==> config.mk <==
export PLATFORM = sky130hd
export DESIGN_NAME = roi_range_histogram_core
export DESIGN_NICKNAME = d
export VERILOG_FILES = /design/src/design/rrh_pkg.sv /design/src/design/roi_range_histogram_core.sv
export SDC_FILE = /design/constraint.sdc
export NUM_CORES = 2
export LEC_CHECK = 0
export ABC_CLOCK_PERIOD_IN_PS = 4650
export BUFFER_PORTS_ARGS = -buffer_cell sky130_fd_sc_hd__buf_4
export CAP_MARGIN = 20
export CELL_PAD_IN_SITES_DETAIL_PLACEMENT = 1
export CELL_PAD_IN_SITES_GLOBAL_PLACEMENT = 1
export CORE_UTILIZATION = 53
export CTS_BUF_LIST = sky130_fd_sc_hd__clkbuf_2
export DETAILED_ROUTE_END_ITERATION = 10
export PLACE_DENSITY_LB_ADDON = 0.1
export SKIP_LAST_GASP = 1
export SLEW_MARGIN = 0
export SYNTH_ARGS = -nofsm -noshare
export SYNTH_HDL_FRONTEND = slang
export SYNTH_SLANG_ARGS = --single-unit
==> constraint.sdc <==
create_clock -name i_clk -period 4.65 [get_ports i_clk]
set_clock_uncertainty 0.2 [all_clocks]
set_input_delay 0 -clock i_clk [delete_from_list [all_inputs] [get_ports i_clk]]
set_output_delay 0 -clock i_clk [all_outputs]
set_load 0.05 [all_outputs]
==> src/design/rrh_pkg.sv <==
// Package with the constants and types of the region-of-interest histogram.
package rrh_pkg;

    localparam int MAX_BINS         = 16;
    localparam int PIXEL_BITS       = 16;
    localparam int MAX_FRAME_WIDTH  = 1024;
    localparam int MAX_FRAME_HEIGHT = 1024;

    localparam int BIN_W     = $clog2(MAX_BINS);
    localparam int NB_W      = 5;
    localparam int FIELD_W   = 16;
    localparam int COUNT_W   = 21;
    localparam int COL_W     = $clog2(MAX_FRAME_WIDTH);
    localparam int ROW_W     = $clog2(MAX_FRAME_HEIGHT);
    localparam int SIZE_W    = 11;
    localparam int OFFS_W    = 10;
    localparam int COORD_W   = 14;

    localparam logic [COUNT_W-1:0] COUNT_MAX = {COUNT_W{1'b1}};

    localparam int CFG_IDX_W  = 3;
    localparam int CFG_DATA_W = 11;

    localparam logic [CFG_IDX_W-1:0] CFG_ACTIVE_BINS   = CFG_IDX_W'(0);
    localparam logic [CFG_IDX_W-1:0] CFG_FRAME_WIDTH   = CFG_IDX_W'(1);
    localparam logic [CFG_IDX_W-1:0] CFG_FRAME_HEIGHT  = CFG_IDX_W'(2);
    localparam logic [CFG_IDX_W-1:0] CFG_WINDOW_LEFT   = CFG_IDX_W'(3);
    localparam logic [CFG_IDX_W-1:0] CFG_WINDOW_TOP    = CFG_IDX_W'(4);
    localparam logic [CFG_IDX_W-1:0] CFG_WINDOW_WIDTH  = CFG_IDX_W'(5);
    localparam logic [CFG_IDX_W-1:0] CFG_WINDOW_HEIGHT = CFG_IDX_W'(6);

    localparam logic OP_LOAD  = 1'b0;
    localparam logic OP_PIXEL = 1'b1;

    typedef enum logic {
        ST_RUN,
        ST_EMIT
    } t_state;

endpackage

==> src/design/roi_range_histogram_core.sv <==
// Region-of-interest histogram: top level with bin table, count memory and readout.
// Usage:
// - Input channel (i_in_valid / o_in_stall): an item with op load writes the
//   inclusive range of one bin; an item with op pixel delivers the next pixel
//   of the frame in raster order. One item is taken per cycle while the
//   block is counting.
// - A pixel inside the window is counted in the lowest active bin whose range
//   holds it. The count memory is read from stage p and the incremented count
//   is written back from stage q; back-to-back hits on one bin are forwarded
//   from the last write.
// - On the final pixel of a frame the input is stalled and the active counts
//   are read out one at a time through the output channel
//   (o_out_valid / i_out_stall); o_last marks the final count. Each count goes
//   through the read pipeline and the output register, and the next count read
//   waits until the previous count has left the output register. The input
//   opens again once the last count read has been issued.
// - A receiver stall holds the output register and delays the next count read.
// - Reset restores the register defaults, empties the pipeline, sets all
//   counts to zero through per-bin valid flags and restarts at row 0, column 0.
//   Configuration is written through i_cfg_wr_en / i_cfg_index / i_cfg_data.
module roi_range_histogram_core (
    input  logic                              i_clk,
    input  logic                              i_rst_n,
    input  logic                              i_cfg_wr_en,
    input  logic [rrh_pkg::CFG_IDX_W-1:0]     i_cfg_index,
    input  logic [rrh_pkg::CFG_DATA_W-1:0]    i_cfg_data,
    input  logic                              i_in_valid,
    output logic                              o_in_stall,
    input  logic                              i_op,
    input  logic [rrh_pkg::BIN_W-1:0]         i_bin_select,
    input  logic [rrh_pkg::FIELD_W-1:0]       i_range_low,
    input  logic [rrh_pkg::FIELD_W-1:0]       i_range_high,
    input  logic [rrh_pkg::FIELD_W-1:0]       i_pixel,
    output logic                              o_out_valid,
    input  logic                              i_out_stall,
    output logic [rrh_pkg::BIN_W-1:0]         o_bin_number,
    output logic [rrh_pkg::COUNT_W-1:0]       o_bin_count,
    output logic                              o_last
);
    import rrh_pkg::*;

    // Configuration registers.
    logic [NB_W-1:0]   r_active_bins;
    logic [SIZE_W-1:0] r_frame_width;
    logic [SIZE_W-1:0] r_frame_height;
    logic [OFFS_W-1:0] r_window_left;
    logic [OFFS_W-1:0] r_window_top;
    logic [SIZE_W-1:0] r_window_width;
    logic [SIZE_W-1:0] r_window_height;

    // Bin range table, compared in parallel on every pixel.
    logic [PIXEL_BITS-1:0] r_lo [MAX_BINS];
    logic [PIXEL_BITS-1:0] r_hi [MAX_BINS];

    // Count memory and its per-entry valid flags.
    logic [COUNT_W-1:0] r_mem [MAX_BINS];
    logic [COUNT_W-1:0] r_rd_data;
    logic [MAX_BINS-1:0] r_cnt_vld;

    logic [COL_W-1:0] r_col;
    logic [ROW_W-1:0] r_row;

    t_state r_state, n_state;
    logic [BIN_W-1:0] r_emit_idx;

    // Pipeline: p issues the memory read, q modifies and writes back.
    logic             r_p_valid, r_p_emit, r_p_last;
    logic [BIN_W-1:0] r_p_bin;
    logic             r_q_valid, r_q_emit, r_q_last;
    logic [BIN_W-1:0] r_q_bin;

    logic               r_wr_valid;
    logic [BIN_W-1:0]   r_wr_bin;
    logic [COUNT_W-1:0] r_wr_data;

    logic               r_out_valid;
    logic [BIN_W-1:0]   r_out_bin;
    logic [COUNT_W-1:0] r_out_count;
    logic               r_out_last;

    logic [NB_W-1:0]       nb;
    logic [SIZE_W-1:0]     fw, fh;
    logic [PIXEL_BITS-1:0] px;
    logic                  in_win, hit, frame_end, row_end;
    logic [BIN_W-1:0]      hit_bin;
    logic                  in_acc, pix_acc, out_acc;
    logic                  emit_go, emit_last;
    logic                  q_count, q_emit, fwd;
    logic [COUNT_W-1:0]    cur, cnt_next;

    assign in_acc  = i_in_valid && !o_in_stall;
    assign pix_acc = in_acc && (i_op == OP_PIXEL);
    assign out_acc = r_out_valid && !i_out_stall;

    // Bin count and frame sizes outside their useful range are clamped.
    always_comb begin
        if (r_active_bins == '0) begin
            nb = NB_W'(1);
        end else if (r_active_bins > NB_W'(MAX_BINS)) begin
            nb = NB_W'(MAX_BINS);
        end else begin
            nb = r_active_bins;
        end
        if (r_frame_width == '0) begin
            fw = SIZE_W'(1);
        end else if (r_frame_width > SIZE_W'(MAX_FRAME_WIDTH)) begin
            fw = SIZE_W'(MAX_FRAME_WIDTH);
        end else begin
            fw = r_frame_width;
        end
        if (r_frame_height == '0) begin
            fh = SIZE_W'(1);
        end else if (r_frame_height > SIZE_W'(MAX_FRAME_HEIGHT)) begin
            fh = SIZE_W'(MAX_FRAME_HEIGHT);
        end else begin
            fh = r_frame_height;
        end
    end

    assign px = i_pixel[PIXEL_BITS-1:0];

    assign in_win = (COORD_W'(r_col) >= COORD_W'(r_window_left)) &&
                    (COORD_W'(r_col) < COORD_W'(r_window_left) + COORD_W'(r_window_width)) &&
                    (COORD_W'(r_row) >= COORD_W'(r_window_top)) &&
                    (COORD_W'(r_row) < COORD_W'(r_window_top) + COORD_W'(r_window_height));

    assign row_end   = (COORD_W'(r_col) + COORD_W'(1)) >= COORD_W'(fw);
    assign frame_end = row_end && ((COORD_W'(r_row) + COORD_W'(1)) >= COORD_W'(fh));

    // Lowest-index matching bin wins, so the scan runs downwards.
    always_comb begin
        hit     = 1'b0;
        hit_bin = '0;
        for (int i = MAX_BINS - 1; i >= 0; i--) begin
            if ((COORD_W'(i) < COORD_W'(nb)) && (px >= r_lo[i]) && (px <= r_hi[i])) begin
                hit     = 1'b1;
                hit_bin = BIN_W'(i);
            end
        end
    end

    assign emit_last = (COORD_W'(r_emit_idx) + COORD_W'(1)) == COORD_W'(nb);

    // Readout sequencer.
    always_comb begin
        n_state    = r_state;
        o_in_stall = 1'b1;
        emit_go    = 1'b0;
        case (r_state)
            ST_RUN: begin
                o_in_stall = 1'b0;
                if (pix_acc && frame_end) begin
                    n_state = ST_EMIT;
                end
            end
            ST_EMIT: begin
                emit_go = !(r_p_valid && r_p_emit) && !(r_q_valid && r_q_emit) &&
                          !r_out_valid;
                if (emit_go && emit_last) begin
                    n_state = ST_RUN;
                end
            end
            default: begin
                n_state = ST_RUN;
            end
        endcase
    end

    always_ff @(posedge i_clk) begin
        if (!i_rst_n) begin
            r_state    <= ST_RUN;
            r_emit_idx <= '0;
        end else begin
            r_state <= n_state;
            if (emit_go) begin
                r_emit_idx <= emit_last ? '0 : r_emit_idx + BIN_W'(1);
            end
        end
    end

    always_ff @(posedge i_clk) begin
        if (!i_rst_n) begin
            r_active_bins   <= NB_W'(16);
            r_frame_width   <= SIZE_W'(1024);
            r_frame_height  <= SIZE_W'(1024);
            r_window_left   <= '0;
            r_window_top    <= '0;
            r_window_width  <= SIZE_W'(1024);
            r_window_height <= SIZE_W'(1024);
        end else if (i_cfg_wr_en) begin
            case (i_cfg_index)
                CFG_ACTIVE_BINS:   r_active_bins   <= i_cfg_data[NB_W-1:0];
                CFG_FRAME_WIDTH:   r_frame_width   <= i_cfg_data[SIZE_W-1:0];
                CFG_FRAME_HEIGHT:  r_frame_height  <= i_cfg_data[SIZE_W-1:0];
                CFG_WINDOW_LEFT:   r_window_left   <= i_cfg_data[OFFS_W-1:0];
                CFG_WINDOW_TOP:    r_window_top    <= i_cfg_data[OFFS_W-1:0];
                CFG_WINDOW_WIDTH:  r_window_width  <= i_cfg_data[SIZE_W-1:0];
                CFG_WINDOW_HEIGHT: r_window_height <= i_cfg_data[SIZE_W-1:0];
                default: begin
                end
            endcase
        end
    end

    always_ff @(posedge i_clk) begin
        if (in_acc && (i_op == OP_LOAD)) begin
            r_lo[i_bin_select] <= i_range_low[PIXEL_BITS-1:0];
            r_hi[i_bin_select] <= i_range_high[PIXEL_BITS-1:0];
        end
    end

    always_ff @(posedge i_clk) begin
        if (!i_rst_n) begin
            r_col <= '0;
            r_row <= '0;
        end else if (pix_acc) begin
            if (row_end) begin
                r_col <= '0;
                r_row <= frame_end ? '0 : r_row + ROW_W'(1);
            end else begin
                r_col <= r_col + COL_W'(1);
            end
        end
    end

    // Pipeline control.
    always_ff @(posedge i_clk) begin
        if (!i_rst_n) begin
            r_p_valid <= 1'b0;
            r_q_valid <= 1'b0;
        end else begin
            r_p_valid <= (pix_acc && in_win && hit) || emit_go;
            r_q_valid <= r_p_valid;
        end
    end

    always_ff @(posedge i_clk) begin
        r_p_emit <= emit_go;
        r_p_last <= emit_last;
        r_p_bin  <= emit_go ? r_emit_idx : hit_bin;
        r_q_emit <= r_p_emit;
        r_q_last <= r_p_last;
        r_q_bin  <= r_p_bin;
    end

    always_ff @(posedge i_clk) begin
        if (r_p_valid) begin
            r_rd_data <= r_mem[r_p_bin];
        end
    end

    assign q_count = r_q_valid && !r_q_emit;
    assign q_emit  = r_q_valid && r_q_emit;

    // A write on the previous edge is not yet in the read data.
    assign fwd      = r_wr_valid && (r_wr_bin == r_q_bin);
    assign cur      = fwd ? r_wr_data : (r_cnt_vld[r_q_bin] ? r_rd_data : '0);
    assign cnt_next = (cur == COUNT_MAX) ? cur : cur + COUNT_W'(1);

    always_ff @(posedge i_clk) begin
        if (q_count) begin
            r_mem[r_q_bin] <= cnt_next;
        end
    end

    always_ff @(posedge i_clk) begin
        if (!i_rst_n) begin
            r_wr_valid <= 1'b0;
            r_cnt_vld  <= '0;
        end else begin
            r_wr_valid <= q_count;
            if (q_emit && r_q_last) begin
                r_cnt_vld <= '0;
            end else if (q_count) begin
                r_cnt_vld[r_q_bin] <= 1'b1;
            end
        end
    end

    always_ff @(posedge i_clk) begin
        r_wr_bin  <= r_q_bin;
        r_wr_data <= cnt_next;
    end

    // Output register.
    always_ff @(posedge i_clk) begin
        if (!i_rst_n) begin
            r_out_valid <= 1'b0;
        end else if (q_emit) begin
            r_out_valid <= 1'b1;
        end else if (out_acc) begin
            r_out_valid <= 1'b0;
        end
    end

    always_ff @(posedge i_clk) begin
        if (q_emit) begin
            r_out_bin   <= r_q_bin;
            r_out_count <= cur;
            r_out_last  <= r_q_last;
        end
    end

    assign o_out_valid  = r_out_valid;
    assign o_bin_number = r_out_bin;
    assign o_bin_count  = r_out_count;
    assign o_last       = r_out_last;

endmodule

==> flow_metrics.tcl <==
set metrics [dict create \
    outcome "completed" \
    finalHoldViolCount 0 \
    synth_edf_count 895 \
    cts_tree "built" \
    routabilityCongestion 0.881 \
    clk_latency_ns 1.63 \
    dieArea_um2 97900 \
    critPathRequiredTime_ns 5.99 \
    synth.distinct_cells 86 \
    num_vias 35302 \
    place_area_um2 54200 \
    fin_tns_setup_ns 0 \
    setup_ws_ns 0.0343 \
    core_area_um2 95400 \
    grt_antenna_before_repair 6 \
    syn-num-nets 4599 \
    pre_cts_ws_ns 0.188 \
    async_flop_share_pct 0 \
    portBuffers 99 \
    detail-route-antenna-nets 0 \
    die_x_um 313 \
    max_freq_mhz 217 \
    layout_commonest_cell "edfxtp_1" \
    critPathCaptureType "register" \
    ys_seq_area_share_pct 58.4 \
    grtUsageTotal_pct 31.3 \
    ys.flop_type "edfxtp_1" \
    gr-total-overflow 0 \
    max-cap-violations 0 \
    die-height_um 313 \
    setup_viol 0 \
    ys_ff_latch 1046 \
    netlist_area_um2 51200 \
    rows 113 \
    grt_setup_unrepaired "no" \
    startpoint_type "register" \
    yosysWarningCount 0 \
    remaining_drc_errors 0 \
    final_nets 5256 \
    m1WireLength_um 59200 \
    wl_met3_um 7120 \
    hp-class "reg2reg" \
    path_clk_slew_ns 0.10 \
    design_area_um2 59100 \
    drt_iter0_markers 2339 \
    max-vdd-ir-drop_mv 0.236 \
    routed_wl_um 151000 \
    grt_pass1_vias 38458 \
    drive_gt1_share_pct 16.8 \
    post_drt_wl_per_cell_um 25.0 \
    clock-sinks 1046 \
    synthCells 3929 \
    viasPerCell 5.84 \
    cts_setup_buffers 0 \
    critical_path_class "reg2reg" \
    cts_buffers 292 \
    grt_pass1_wl_um 228000 \
    place_hpwl_um 92800 \
    cts_max_level 5 \
    dr.pass1.iters 5 \
    cts_max_path_buffers 4 \
    crit_path_max_fanout 9 \
    worstPathArrival_ns 5.96 \
    top_layer "met4" \
    ios 100 \
    maxSlewViolCount 0 \
    grt_max_degree 55 \
    root_buffer "clkbuf_2" \
    relSlewSlack_pct 17.0 \
    wl_met2_um 79600 \
    initial_core_util_pct 53.7 \
    post-route-period-util_pct 99.3 \
    powerDensity_nw_per_um2 317 \
    worst_slew_pin_slew_ns 1.24 \
    n_fill_cell 9685 \
    avgSynthCellArea_um2 13.0 \
    leakagePower_uw 0.0240 \
    area_growth_pct 15.4 \
    layout_min_cycle_time_ns 4.62 \
    final_cell_mix "edfxtp_1 (895), ha_1 (596), inv_1 (527)" \
]
[worst max-delay path, cell delays in order (launching register included)]
cell           delay [ns]
dfxtp_1              0.63
or2_2                0.24
a31oi_1              0.26
a211o_1              0.39
or4_1                0.57
a22oi_1              0.48
nand2b_1             0.20
nand3b_1             0.25
dlygate4sd3_1        0.64
a21oi_1              0.08
dlygate4sd3_1        0.56
o21ai_1              0.21
[report_power, final]
group	leakage [µW]	switching, µW	total [µW]	internal, µW
Combinational	0.0133	1110	1940	831
Sequential	0.00880	150	10400	10200
Clock	0.00188	3930	6420	2500
Total	0.0240	5190	18800	13600
[stage by stage]
step / hold slack, ns / instances / util [%] / power, µW
2_1_floorplan: -0.101 / 3929 / - / 11600
3_5_place_dp: 0.0964 / 5312 / 56.8 / 12300
3_3_place_gp: 0.0852 / 5312 / 56.8 / 12300
5_1_grt: 0.0743 / 6047 / 62.0 / 19500
4_1_cts: 0.0130 / 6033 / 61.8 / 18900
6_report: 0.141 / 6047 / 62.0 / 18800
[sequential cells by signal (all words and copies together) (netlist names), 4 cells and up]
signal           flops
r_mem              336
r_hi               256
r_lo               256
o_bin_count         21
r_rd_data           21
r_wr_data           21
r_cnt_vld           16
r_frame_height      11
r_frame_width       11
r_window_height     11
r_window_width      11
r_col               10
r_row               10
r_window_left       10
r_window_top        10
r_active_bins        5
o_bin_number         4
r_emit_idx           4
r_p_bin              4
r_q_bin              4
r_wr_bin             4
[final cells by class]
| type | instances | area [µm²] | share of cell area, % |
|---|---|---|---|
| Antenna cell | 4 | 10.0 | 0.0169 |
| Clock inverter | 82 | 408 | 0.690 |
| Multi-Input combinational cell | 2282 | 19200 | 32.5 |
| Sequential cell | 1046 | 29900 | 50.6 |
| Clock buffer | 404 | 2020 | 3.42 |
| Tap cell | 1265 | 1580 | 2.68 |
| Inverter | 529 | 1990 | 3.36 |
| Timing Repair Buffer | 435 | 4010 | 6.77 |
[what timing repair did]
item / 4_1_cts / 5_1_grt
resized for setup: 0 / 4
setup endpoints to repair: 0 / 26
hold buffers: 235 / 2
endpoints found under the hold margin: 1142 / 12
[cells in the mapped netlist (all sizes together), types with 8 or more instances]
library cell	instances	area, µm²
or3	10	63.8
a22oi	8	65.1
edfxtp	895	26900
mux4	109	2460
inv	529	1990
a211oi	25	188
nand3	63	320
nor3	46	230
and3	25	156
nor4	26	163
nand2b	42	263
nand3b	10	75.1
nor2	125	469
nand4	73	457
o211ai	23	178
nor3b	8	60.1
o31ai	16	120
and4	12	105
a21o	110	826
o21a	56	420
dfxtp	151	3020
buf	18	98.8
a31oi	19	119
clkbuf	54	203
nor2b	34	220
a211o	9	78.8
xor2	28	245
xnor2	22	193
nand2	283	1060
or4	8	63.8
a2111oi	16	140
ha	596	7460
a21oi	239	1200
and2	8	52.6
o21ai	136	692
[routing by layer]
layer / vias up / GRT usage (%)
met5: - / 0
li1: 16060 / -
met3: 345 / 5.53
met4: 0 / 12.8
met1: 17872 / 36.4
met2: 1025 / 56.9
[path summary, 6_finish.rpt]
kind,from,to,slack [ns],cells after the start
worst max-delay path,r_active_bins[0]$_SDFFE_PN0P_,r_p_bin[2]$_DFF_P_,0.03,11
worst min-delay path,r_p_last$_DFF_P_,r_q_last$_DFF_P_,0.14,0
worst max register to register,r_active_bins[0]$_SDFFE_PN0P_,r_p_bin[2]$_DFF_P_,0.03,11
worst min register to register,r_p_last$_DFF_P_,r_q_last$_DFF_P_,0.14,0
[kinds of logic after synthesis]
logic type               Yosys count  share of synthesized area, %
flip-flops                      1046                          58.4
AND/OR/NAND/NOR                  791                          7.65
AO/OA/AOI/OAI                    727                          9.09
buffers and inverters            601                          4.46
adder cells (fa/ha/maj)          598                          14.6
multiplexers                     116                          4.95
XOR/XNOR                          50                         0.855
No activity file was read; power rests on OpenSTA's default activity.
